--- src/rtl/alc_pkg.sv ---
// alc_pkg: shared types, register codes and fixed-point constants of the
// ambient light lux calculator. Depends on nothing; imported by every rtl file.
package alc_pkg;

    // configuration register indexes
    localparam logic CFG_SENSOR_READY  = 1'b0;
    localparam logic CFG_SAT_THRESHOLD = 1'b1;

    localparam logic [15:0] SAT_THRESHOLD_RESET = 16'hFFFF;
    localparam logic [7:0]  STATUS_VALID_MASK   = 8'h04;

    // default depth of the queue between front and back
    localparam int QUEUE_DEPTH_DEF = 2;

    // quotient bits of the ratio divider, one per pipeline step
    localparam int DIV_STEPS = 17;

    // region thresholds, Q16
    localparam logic [16:0] T1_Q16 = 17'd29491;
    localparam logic [16:0] T2_Q16 = 17'd41943;
    localparam logic [16:0] T3_Q16 = 17'd55706;

    localparam logic [25:0] LUX_MAX_Q8 = 26'h3FF_FFFF;

    typedef enum logic [1:0] {
        REGION_1,
        REGION_2,
        REGION_3,
        REGION_NONE
    } region_t;

    // one classified sample as it travels from front to back
    typedef struct packed {
        logic        ok;
        logic        sat;
        logic        live;
        logic [15:0] ch0;
        logic [15:0] ch1;
        logic [16:0] sum;
    } item_t;

    typedef struct packed {
        logic full;
        logic nonempty;
    } q_status_t;

    // Q16 coefficients, rounded to nearest
    function automatic logic signed [19:0] coef_a(region_t r);
        logic signed [19:0] c;
        case (r)
            REGION_1: c = 20'sd116281;
            REGION_2: c = 20'sd280396;
            REGION_3: c = 20'sd38837;
            default:  c = 20'sd0;
        endcase
        return c;
    endfunction

    function automatic logic signed [19:0] coef_b(region_t r);
        logic signed [19:0] c;
        case (r)
            REGION_1: c = 20'sd72476;
            REGION_2: c = -20'sd128110;
            REGION_3: c = 20'sd18186;
            default:  c = 20'sd0;
        endcase
        return c;
    endfunction

endpackage

--- src/rtl/alc_front.sv ---
// alc_front: configuration registers, intake of samples and classification
// (data ok, saturation, channel sum). Depends on alc_pkg.
module alc_front (
    input  logic               clk,
    input  logic               rst_n,
    input  logic               cfg_we,
    input  logic               cfg_index,
    input  logic [15:0]        cfg_wdata,
    input  logic               start,
    output logic               busy,
    input  logic [7:0]         status_byte,
    input  logic [15:0]        ch0_count,
    input  logic [15:0]        ch1_count,
    input  alc_pkg::q_status_t q_status,
    output logic               push,
    output alc_pkg::item_t     item
);
    import alc_pkg::*;

    logic        sensor_ready_reg;
    logic [15:0] sat_thr_reg;
    logic        ok;

    always_ff @(posedge clk or negedge rst_n)
    begin
        if (!rst_n)
        begin
            sensor_ready_reg <= 1'b0;
            sat_thr_reg      <= SAT_THRESHOLD_RESET;
        end
        else if (cfg_we)
        begin
            case (cfg_index)
                CFG_SENSOR_READY:  sensor_ready_reg <= cfg_wdata[0];
                CFG_SAT_THRESHOLD: sat_thr_reg      <= cfg_wdata;
                default:           ;
            endcase
        end
    end

    assign busy = q_status.full;
    assign push = start && !q_status.full;

    assign ok = sensor_ready_reg && ((status_byte & STATUS_VALID_MASK) != 8'h00);

    always_comb
    begin
        item.ok   = ok;
        item.sat  = ok && ((ch0_count >= sat_thr_reg) || (ch1_count >= sat_thr_reg));
        item.ch0  = ch0_count;
        item.ch1  = ch1_count;
        item.sum  = {1'b0, ch0_count} + {1'b0, ch1_count};
        item.live = ok && (item.sum != 17'd0);
    end

endmodule

--- src/rtl/alc_queue.sv ---
// alc_queue: short queue of classified samples between front and back; the
// back always drains it. Depends on alc_pkg.
module alc_queue #(
    parameter int DEPTH = alc_pkg::QUEUE_DEPTH_DEF
) (
    input  logic               clk,
    input  logic               rst_n,
    input  logic               push,
    input  alc_pkg::item_t     item_in,
    output alc_pkg::q_status_t q_status,
    output logic               pop,
    output alc_pkg::item_t     item_out
);
    import alc_pkg::*;

    localparam int IDX_W = (DEPTH > 1) ? $clog2(DEPTH) : 1;
    localparam int CNT_W = $clog2(DEPTH + 1);

    item_t            mem_reg [DEPTH];
    logic [IDX_W-1:0] wr_idx_reg;
    logic [IDX_W-1:0] rd_idx_reg;
    logic [CNT_W-1:0] count_reg;
    logic [CNT_W-1:0] count_next;

    function automatic logic [IDX_W-1:0] wrap_inc(logic [IDX_W-1:0] idx);
        logic [IDX_W-1:0] r;
        if (idx == IDX_W'(DEPTH - 1))
            r = '0;
        else
            r = idx + IDX_W'(1);
        return r;
    endfunction

    assign pop               = (count_reg != '0);
    assign q_status.nonempty = pop;
    assign q_status.full     = (count_reg == CNT_W'(DEPTH));
    assign item_out          = mem_reg[rd_idx_reg];

    always_comb
    begin
        count_next = count_reg;
        if (push && !pop)
            count_next = count_reg + CNT_W'(1);
        else if (!push && pop)
            count_next = count_reg - CNT_W'(1);
    end

    always_ff @(posedge clk or negedge rst_n)
    begin
        if (!rst_n)
        begin
            wr_idx_reg <= '0;
            rd_idx_reg <= '0;
            count_reg  <= '0;
        end
        else
        begin
            if (push)
                wr_idx_reg <= wrap_inc(wr_idx_reg);
            if (pop)
                rd_idx_reg <= wrap_inc(rd_idx_reg);
            count_reg <= count_next;
        end
    end

    always_ff @(posedge clk)
    begin
        if (push)
            mem_reg[wr_idx_reg] <= item_in;
    end

    a_count_bound: assert property (@(posedge clk) disable iff (!rst_n)
        count_reg <= CNT_W'(DEPTH))
        else $error("queue count beyond depth");

    a_no_overflow: assert property (@(posedge clk) disable iff (!rst_n)
        q_status.full |-> !push)
        else $error("push into full queue");

endmodule

--- src/rtl/alc_back.sv ---
// alc_back: pipelined ratio divider, region selection and lux arithmetic.
// Never stalls; one sample per cycle. Depends on alc_pkg.
module alc_back (
    input  logic           clk,
    input  logic           rst_n,
    input  logic           in_vld,
    input  alc_pkg::item_t in_item,
    output logic           done,
    output logic           data_ok,
    output logic [16:0]    ratio_q16,
    output logic [25:0]    lux_q8,
    output logic           saturated
);
    import alc_pkg::*;

    typedef struct packed {
        logic        ok;
        logic        sat;
        logic        live;
        logic [15:0] ch0;
        logic [15:0] ch1;
        logic [16:0] sum;
        logic [16:0] rem;
        logic [16:0] quo;
    } div_t;

    // one restoring step: shift in a dividend bit, compare, subtract
    function automatic div_t div_step(div_t s, logic in_bit);
        div_t        r;
        logic [17:0] trial;
        logic [17:0] diff;
        r     = s;
        trial = {s.rem, in_bit};
        diff  = trial - {1'b0, s.sum};
        if (trial >= {1'b0, s.sum})
        begin
            r.rem = diff[16:0];
            r.quo = {s.quo[15:0], 1'b1};
        end
        else
        begin
            r.rem = trial[16:0];
            r.quo = {s.quo[15:0], 1'b0};
        end
        return r;
    endfunction

    // quotient and remainder tell exactly whether ratio <= t
    function automatic logic ratio_le(logic [16:0] q, logic [16:0] rem, logic [16:0] t);
        return (q < t) || ((q == t) && (rem == 17'd0));
    endfunction

    logic [DIV_STEPS:0] div_vld_reg;
    div_t               div_pay_reg  [DIV_STEPS+1];
    div_t               div_pay_next [DIV_STEPS];

    // region stage
    logic        reg_vld_reg;
    logic        reg_ok_reg;
    logic        reg_sat_reg;
    logic [16:0] reg_ratio_reg;
    region_t     reg_region_reg;
    logic [15:0] reg_ch0_reg;
    logic [15:0] reg_ch1_reg;
    region_t     region_next;

    // multiply stage
    logic               mul_vld_reg;
    logic               mul_ok_reg;
    logic               mul_sat_reg;
    logic [16:0]        mul_ratio_reg;
    logic               mul_zero_reg;
    logic signed [36:0] prod_a_reg;
    logic signed [36:0] prod_b_reg;

    // output stage
    logic               done_reg;
    logic               data_ok_reg;
    logic [16:0]        ratio_reg;
    logic [25:0]        lux_reg;
    logic               saturated_reg;
    logic signed [37:0] acc;
    logic [29:0]        acc_q8;
    logic [25:0]        lux_next;

    // dividend is ch1 * 65536; its bits above 16 seed the remainder
    always_ff @(posedge clk)
    begin
        div_pay_reg[0].ok   <= in_item.ok;
        div_pay_reg[0].sat  <= in_item.sat;
        div_pay_reg[0].live <= in_item.live;
        div_pay_reg[0].ch0  <= in_item.ch0;
        div_pay_reg[0].ch1  <= in_item.ch1;
        div_pay_reg[0].sum  <= in_item.sum;
        div_pay_reg[0].rem  <= {2'b00, in_item.ch1[15:1]};
        div_pay_reg[0].quo  <= 17'd0;
    end

    for (genvar k = 0; k < DIV_STEPS; k++)
    begin : g_step
        always_comb
        begin
            div_pay_next[k] = div_step(div_pay_reg[k],
                                       (k == 0) ? div_pay_reg[k].ch1[0] : 1'b0);
        end

        always_ff @(posedge clk)
        begin
            div_pay_reg[k+1] <= div_pay_next[k];
        end
    end

    always_ff @(posedge clk or negedge rst_n)
    begin
        if (!rst_n)
        begin
            div_vld_reg <= '0;
            reg_vld_reg <= 1'b0;
            mul_vld_reg <= 1'b0;
            done_reg    <= 1'b0;
        end
        else
        begin
            div_vld_reg <= {div_vld_reg[DIV_STEPS-1:0], in_vld};
            reg_vld_reg <= div_vld_reg[DIV_STEPS];
            mul_vld_reg <= reg_vld_reg;
            done_reg    <= mul_vld_reg;
        end
    end

    always_comb
    begin
        region_next = REGION_NONE;
        if (div_pay_reg[DIV_STEPS].live)
        begin
            if (ratio_le(div_pay_reg[DIV_STEPS].quo, div_pay_reg[DIV_STEPS].rem, T1_Q16))
                region_next = REGION_1;
            else if (ratio_le(div_pay_reg[DIV_STEPS].quo, div_pay_reg[DIV_STEPS].rem,
                              T2_Q16))
                region_next = REGION_2;
            else if (ratio_le(div_pay_reg[DIV_STEPS].quo, div_pay_reg[DIV_STEPS].rem,
                              T3_Q16))
                region_next = REGION_3;
        end
    end

    always_ff @(posedge clk)
    begin
        reg_ok_reg     <= div_pay_reg[DIV_STEPS].ok;
        reg_sat_reg    <= div_pay_reg[DIV_STEPS].sat;
        reg_ratio_reg  <= div_pay_reg[DIV_STEPS].live ? div_pay_reg[DIV_STEPS].quo : 17'd0;
        reg_region_reg <= region_next;
        reg_ch0_reg    <= div_pay_reg[DIV_STEPS].ch0;
        reg_ch1_reg    <= div_pay_reg[DIV_STEPS].ch1;

        mul_ok_reg    <= reg_ok_reg;
        mul_sat_reg   <= reg_sat_reg;
        mul_ratio_reg <= reg_ratio_reg;
        mul_zero_reg  <= (reg_region_reg == REGION_NONE);
        prod_a_reg    <= 37'(coef_a(reg_region_reg)) * 37'($signed({1'b0, reg_ch0_reg}));
        prod_b_reg    <= 37'(coef_b(reg_region_reg)) * 37'($signed({1'b0, reg_ch1_reg}));
    end

    // clamp negatives, drop 8 fraction bits, saturate to 26 bits
    always_comb
    begin
        acc    = 38'(prod_a_reg) + 38'(prod_b_reg);
        acc_q8 = acc[37:8];
        if (mul_zero_reg || acc[37])
            lux_next = 26'd0;
        else if (acc_q8 > 30'(LUX_MAX_Q8))
            lux_next = LUX_MAX_Q8;
        else
            lux_next = acc_q8[25:0];
    end

    always_ff @(posedge clk)
    begin
        data_ok_reg   <= mul_ok_reg;
        ratio_reg     <= mul_ratio_reg;
        lux_reg       <= lux_next;
        saturated_reg <= mul_sat_reg;
    end

    assign done      = done_reg;
    assign data_ok   = data_ok_reg;
    assign ratio_q16 = ratio_reg;
    assign lux_q8    = lux_reg;
    assign saturated = saturated_reg;

    a_latency: assert property (@(posedge clk) disable iff (!rst_n)
        div_vld_reg[0] |-> ##(DIV_STEPS + 3) done_reg)
        else $error("sample lost in back pipeline");

    a_not_ok_zero: assert property (@(posedge clk) disable iff (!rst_n)
        (done_reg && !data_ok_reg) |->
            (ratio_reg == 17'd0 && lux_reg == 26'd0 && !saturated_reg))
        else $error("result fields set without valid data");

endmodule

--- src/rtl/ambient_light_lux_calculator.sv ---
// ambient_light_lux_calculator: top level; front intake, queue and
// divider/lux back end. Depends on alc_pkg, alc_front, alc_queue, alc_back.
// Pipeline: done rises after a sample accepted into the queue passes the divider
//   input register, 17 divider steps, region, multiply and output registers.
// Throughput: one sample per cycle while busy is low; the 17-step divider pipeline sets depth.
// The receiver cannot stall, so busy stays low in normal operation.
// Reset: rst_n asynchronous active low, clears pipeline valids, queue,
//   sensor_ready to 0 and saturation_threshold to 65535.
module ambient_light_lux_calculator #(
    parameter int QUEUE_DEPTH = alc_pkg::QUEUE_DEPTH_DEF
) (
    input  logic        clk,
    input  logic        rst_n,
    // configuration write port
    input  logic        cfg_we,
    input  logic        cfg_index,
    input  logic [15:0] cfg_wdata,
    // command side
    input  logic        start,
    output logic        busy,
    input  logic [7:0]  status_byte,
    input  logic [15:0] ch0_count,
    input  logic [15:0] ch1_count,
    // result side, one beat per strobe
    output logic        done,
    output logic        data_ok,
    output logic [16:0] ratio_q16,
    output logic [25:0] lux_q8,
    output logic        saturated
);
    import alc_pkg::*;

    // classified beat from the front into the queue
    logic      push;
    item_t     front_item;
    // queue status back to the front (full holds off start)
    q_status_t q_status;
    // queue head into the back end, drained every cycle it holds a beat
    logic      pop;
    item_t     head_item;

    // front: config registers, data ok, saturation, channel sum
    alc_front u_front (
        .clk         (clk),
        .rst_n       (rst_n),
        .cfg_we      (cfg_we),
        .cfg_index   (cfg_index),
        .cfg_wdata   (cfg_wdata),
        .start       (start),
        .busy        (busy),
        .status_byte (status_byte),
        .ch0_count   (ch0_count),
        .ch1_count   (ch1_count),
        .q_status    (q_status),
        .push        (push),
        .item        (front_item)
    );

    // queue decoupling intake from the arithmetic pipeline
    alc_queue #(
        .DEPTH (QUEUE_DEPTH)
    ) u_queue (
        .clk      (clk),
        .rst_n    (rst_n),
        .push     (push),
        .item_in  (front_item),
        .q_status (q_status),
        .pop      (pop),
        .item_out (head_item)
    );

    // back: ratio divider, region pick, lux multiply-add, output register
    alc_back u_back (
        .clk       (clk),
        .rst_n     (rst_n),
        .in_vld    (pop),
        .in_item   (head_item),
        .done      (done),
        .data_ok   (data_ok),
        .ratio_q16 (ratio_q16),
        .lux_q8    (lux_q8),
        .saturated (saturated)
    );

endmodule

--- config.mk ---
export PLATFORM = sky130hd
export DESIGN_NAME = ambient_light_lux_calculator
export DESIGN_NICKNAME = d
export VERILOG_FILES = /design/src/rtl/alc_pkg.sv /design/src/rtl/alc_front.sv /design/src/rtl/alc_queue.sv /design/src/rtl/alc_back.sv /design/src/rtl/ambient_light_lux_calculator.sv
export SDC_FILE = /design/constraint.sdc
export NUM_CORES = 2
export LEC_CHECK = 0
export BUFFER_PORTS_ARGS = -buffer_cell sky130_fd_sc_hd__buf_2
export CORE_MARGIN = 2
export CORE_UTILIZATION = 46
export DETAILED_ROUTE_END_ITERATION = 10
export PLACE_DENSITY = 0.7
export RECOVER_POWER = 25
export REMOVE_ABC_BUFFERS = 1
export SETUP_SLACK_MARGIN = 0.02
export SYNTH_ARGS = -nofsm -noshare
export SYNTH_HDL_FRONTEND = slang
export SYNTH_HIERARCHICAL = 1
export SYNTH_SLANG_ARGS = --single-unit
--- constraint.sdc ---
create_clock -name clk -period 18.4 [get_ports clk]
set_input_delay 1.84 -clock clk [delete_from_list [all_inputs] [get_ports clk]]
set_output_delay 1.84 -clock clk [all_outputs]
set_load 0.01 [all_outputs]
# Word level (Yosys, flattened, before mapping)

Memory sizes are Yosys's and may differ from the RTL's.
Cells that the tools add are included.

Equality and inequality tests: 7
$add $sub $neg: 23
Multipliers: 2
Muxes and demuxes: 29
Bitwise gates (word level): 1
Reduce and logical (&&, ||, !) cells: 24
$lt $le $gt $ge: 23

Operators with widths:

| operator               | number |
|---|---|
| $mux W34               | 17 |
| $ge A18 B17 Y1         | 17 |
| $sub A17 B17 Y17       | 17 |
| $pmux W20 S3           | 1 |
| $pmux W19 S3           | 1 |
| $add A36 B37 Y38       | 1 |
| $mul A20 B17 Y37       | 1 |
| $mul A19 B16 Y35       | 1 |
| $eq A17 B16 Y1 const B | 2 |
| $lt A17 B16 Y1 const B | 2 |
| $ge A16 B16 Y1         | 2 |
| $gt A30 B26 Y1 const B | 1 |
| $mux W26               | 1 |
| $add A16 B16 Y17       | 1 |
| $eq A17 B15 Y1 const B | 1 |
| $logic_not A17 Y1      | 1 |
| $lt A17 B15 Y1 const B | 1 |
| $reduce_bool A17 Y1    | 1 |
| $logic_and A1 B1 Y1    | 9 |
| $mux W2                | 4 |
| $eq A2 B2 Y1 const B   | 3 |
| $logic_or A1 B1 Y1     | 5 |
| $mux W1                | 5 |
| $reduce_and A2 Y1      | 2 |
| 8 further kinds        | 12 |

Register bits: 232
Word-level logic and storage cells: 136
RAM bits: 1652
Output and inout bits: 47
Bits of input ports: 61
Memories kept: 2

Memory list:

| name               | depth | bits a word | read ports | clocked after memory_dff | write ports | RTL line        | text |
|---|---|---|---|---|---|---|---|
| u_back.div_pay_reg | 18    | 86          | 18         | 0                        | 18          | alc_back.sv:54  | `div_t div_pay_reg [DIV_STEPS+1];` |
| u_queue.mem_reg    | 2     | 52          | 1          | 0                        | 1           | alc_queue.sv:19 | `item_t mem_reg [DEPTH];` |

# Longest topological paths before layout

Depth in word-level cells: 7
Mapped depth: 32

# Modules after synthesis

The synthesis kept the hierarchy.

By module, submodules not included:

| module    | area each (um2) | sequential area each (um2) | cells an instance | instances |
|---|---|---|---|---|
| alc_back  | 68202.9         | 31575.3                    | 6260              | 1 |
| alc_queue | 4197.8          | 3223.1                     | 179               | 1 |
| alc_front | 2383.5          | 445.4                      | 261               | 1 |

# Worst setup path before layout

OpenSTA, ideal clock, no wires.

Path kind: register -> register
Start point: reg u_back.reg_region_reg[0]
End point: reg, netlist name u_back/prod_a_reg[35]
Setup time: 0.123 ns
Arrival time: 7.374 ns
Setup slack: 10.904 ns
Path buffers: 3
Stages on the path, launching flop included: 32
Period minus slack after synthesis: 7.496 ns
Required time: 18.277 ns
Path through: dfxtp_1 -> clkbuf_1 -> inv_1 -> buf_1 -> ha_1 -> nor2_1 -> nor2_1 -> and2_1 -> inv_1 -> fa_1 -> fa_1 -> inv_1 -> fa_1 -> inv_1 -> fa_1 -> inv_1 -> fa_1 -> inv_1 -> fa_1 -> inv_1 -> ha_1 -> clkbuf_1 -> a211oi_1 -> nor2_1 -> o41ai_1 -> nand3_1 -> o21ai_1 -> o211ai_1 -> or4_1 -> a31oi_1 -> o21ai_1 -> xor2_1

RTL lines:

| element                | RTL line        | text |
|---|---|---|
| start, declared        | alc_back.sv:62  | `region_t reg_region_reg;` |
| start signal, assigned | alc_back.sv:152 | `reg_region_reg <= region_next;` |

==> flow_summary_export.csv <==
group,metric,value,unit
run_status,status,"complete, no violations",
critical_path,reg2reg_from,"u_back/reg_region_reg[0]$_SDFF_PN1_",
critical_path,cpPeakStageDelay,0.69,ns
routing,routedWlPerCell,15.3,µm
cells_and_area,layout_common_cells,"dfxtp_1 (1551), inv_1 (1081), ha_1 (661)",
floorplanning,die_h,407,µm
yosys,syn_avg_cell_area,11.2,µm²
yosys,synth_cells,6699,
routing,drc,0,
critical_path,critPathMostFrequentCell,"inv_1",
min_path,min-delay-start,"u_back/div_pay_reg[16][83]$_DFF_P_",
floorplanning,core_area,161000,µm²
cells_and_area,fillers,13900,
critical_path,r2r_slack,9.64,ns
timing,skew,0.0536,ns
timing,finalHoldViolations,0,
clocking,postCtsHoldBufs,0,
floorplanning,num_rows,147,
cells_and_area,syn2layout_area_growth,11.7,%
job,max_cap_violations,0,
routing,routed_wl,140000,µm
global_route,gr-total-overflow,0,
clocking,h-tree-depth,4,
timing,fin_crit_sh,47.6,%
cells_and_area,largest_reg_flops,1361,
global_route,grt_pass1_wl,228000,µm
critical_path,path_buf_inv,9,
yosys,syn_area,74800,µm²
clocking,path_clk_slew,0.06,ns
min_path,whs_path_depth,0,
clocking,cts_root_buffer,"clkbuf_16",
cells_and_area,final_nets,8006,
clocking,post_cts_buffers,0,
yosys,yosys_warnings,6,
critical_path,worstSetupStartpointType,"register",
clocking,numCtsBuffers,168,
min_path,min_path_type,"register to register",
routing,via_per_inst,4.82,
clocking,clock-sinks,1697,
routing,detail-route-antenna-nets,0,
timing,setup_viol,0,
critical_path,crit_required,19.08,ns
critical_path,crit_slowest_cell,"ha_2",
timing,post-route-min-period,8.76,ns
timing,rsz0062_at_grt,"no",
clocking,cts_resized,0,
critical_path,reg2reg_depth,28,
clocking,clkLatencyLatePin,0.81,ns
floorplanning,dieArea,166000,µm²
global_route,grtUsageTotal,16.8,%
routing,first_pass_iters,8,
timing,relSlewSlack,28.6,%
floorplanning,num_io_pins,108,
timing,max_freq,114,MHz
critical_path,cp.arrival,9.44,ns
clocking,tritoncts,"built",
floorplanning,start_util,46.5,%
clocking,cts.path.max_buffers,3,
min_path,holdPathEnd,"u_back/div_pay_reg[17][83]$_DFF_P_",
routing,vias,44300,
global_route,grt_max_degree,53,
floorplanning,die_x,407,µm
timing,setup_tns,0,ns
critical_path,critPathMaxFanout,22,
global_route,grt_pass1_vias,45600,
timing,worstMarginPinSlew,1.07,ns
critical_path,crit_family,"adder cells",
timing,slew_viol_final,0,
placement,place.gp.congestion,0.899,
routing,drt_iter0_drc,2671,
critical_path,critPathCaptureType,"register",
critical_path,worstSetupPathType,"register to register",
placement,hpwl,108000,µm
cells_and_area,drive_above_1_share,9.84,%
critical_path,reg2reg_to,"u_back/prod_a_reg[35]$_DFF_P_",
global_route,antenna_found_initial,6,
placement,io_buffers,100,
cells_and_area,mostFrequentLayoutCell,"dfxtp_1",
==> routing by layer <==
layer  global-route usage [%]  wire length, µm  share of wire, %  up-vias
met5                        0               26             0.019        -
met4                     5.58             3780               2.7        4
met3                     3.07             5490               3.9      265
met2                     29.2            68000                48      800
met1                     21.0            63100                45    20900
li1                         -                -                 -    22300
==> worst register-to-register path, delay by kind of cell (launching register included) <==
kind	cells	cell delay [ns]
fa+ha+maj	8	4.10
compound gates	6	1.62
buf+inv	9	1.59
simple gates	4	0.91
flops	1	0.30
xor+xnor	1	0.15
==> layout make-up <==
cell class	count	area (µm²)	share of cell area (%)
timing repair buffer	116	621	0.743
clock buffer	219	4700	5.63
clock inverter	96	1380	1.66
antenna	1	2.50	0.00300
inverter	1081	4060	4.86
sequential	1697	35200	42.2
tap	2160	2700	3.24
multi-input combinational	3803	34800	41.7
==> per-stage QoR <==
step	instance area [µm²]	cells	util, %	setup slack [ns]	hold slack (ns)
2_1_floorplan	74100	6581	-	10.46	0.310
3_3_place_gp	77400	8857	48.1	9.72	0.310
3_5_place_dp	77400	8857	48.1	9.65	0.312
4_1_cts	83500	9172	51.9	9.61	0.294
5_1_grt	83500	9172	51.9	9.17	0.305
6_report	83500	9173	51.9	9.64	0.299
==> worst max path at each step <==
stage                                   startpoint  cells past startpoint  slack, ns                             to
2_1_floorplan  u_back/reg_region_reg[0]$_SDFF_PN1_                     27      10.46  u_back/prod_a_reg[35]$_DFF_P_
3_3_place_gp   u_back/reg_region_reg[0]$_SDFF_PN1_                     28       9.72  u_back/prod_a_reg[35]$_DFF_P_
3_5_place_dp   u_back/reg_region_reg[0]$_SDFF_PN1_                     28       9.65  u_back/prod_a_reg[35]$_DFF_P_
4_1_cts        u_back/reg_region_reg[0]$_SDFF_PN1_                     28       9.61  u_back/prod_a_reg[35]$_DFF_P_
5_1_grt        u_back/reg_region_reg[0]$_SDFF_PN1_                     28       9.17  u_back/prod_a_reg[35]$_DFF_P_
6_report       u_back/reg_region_reg[0]$_SDFF_PN1_                     28       9.64  u_back/prod_a_reg[35]$_DFF_P_
Power is not shown: default switching activity piles up to over one toggle a cycle in this logic, so the estimate is an artifact.
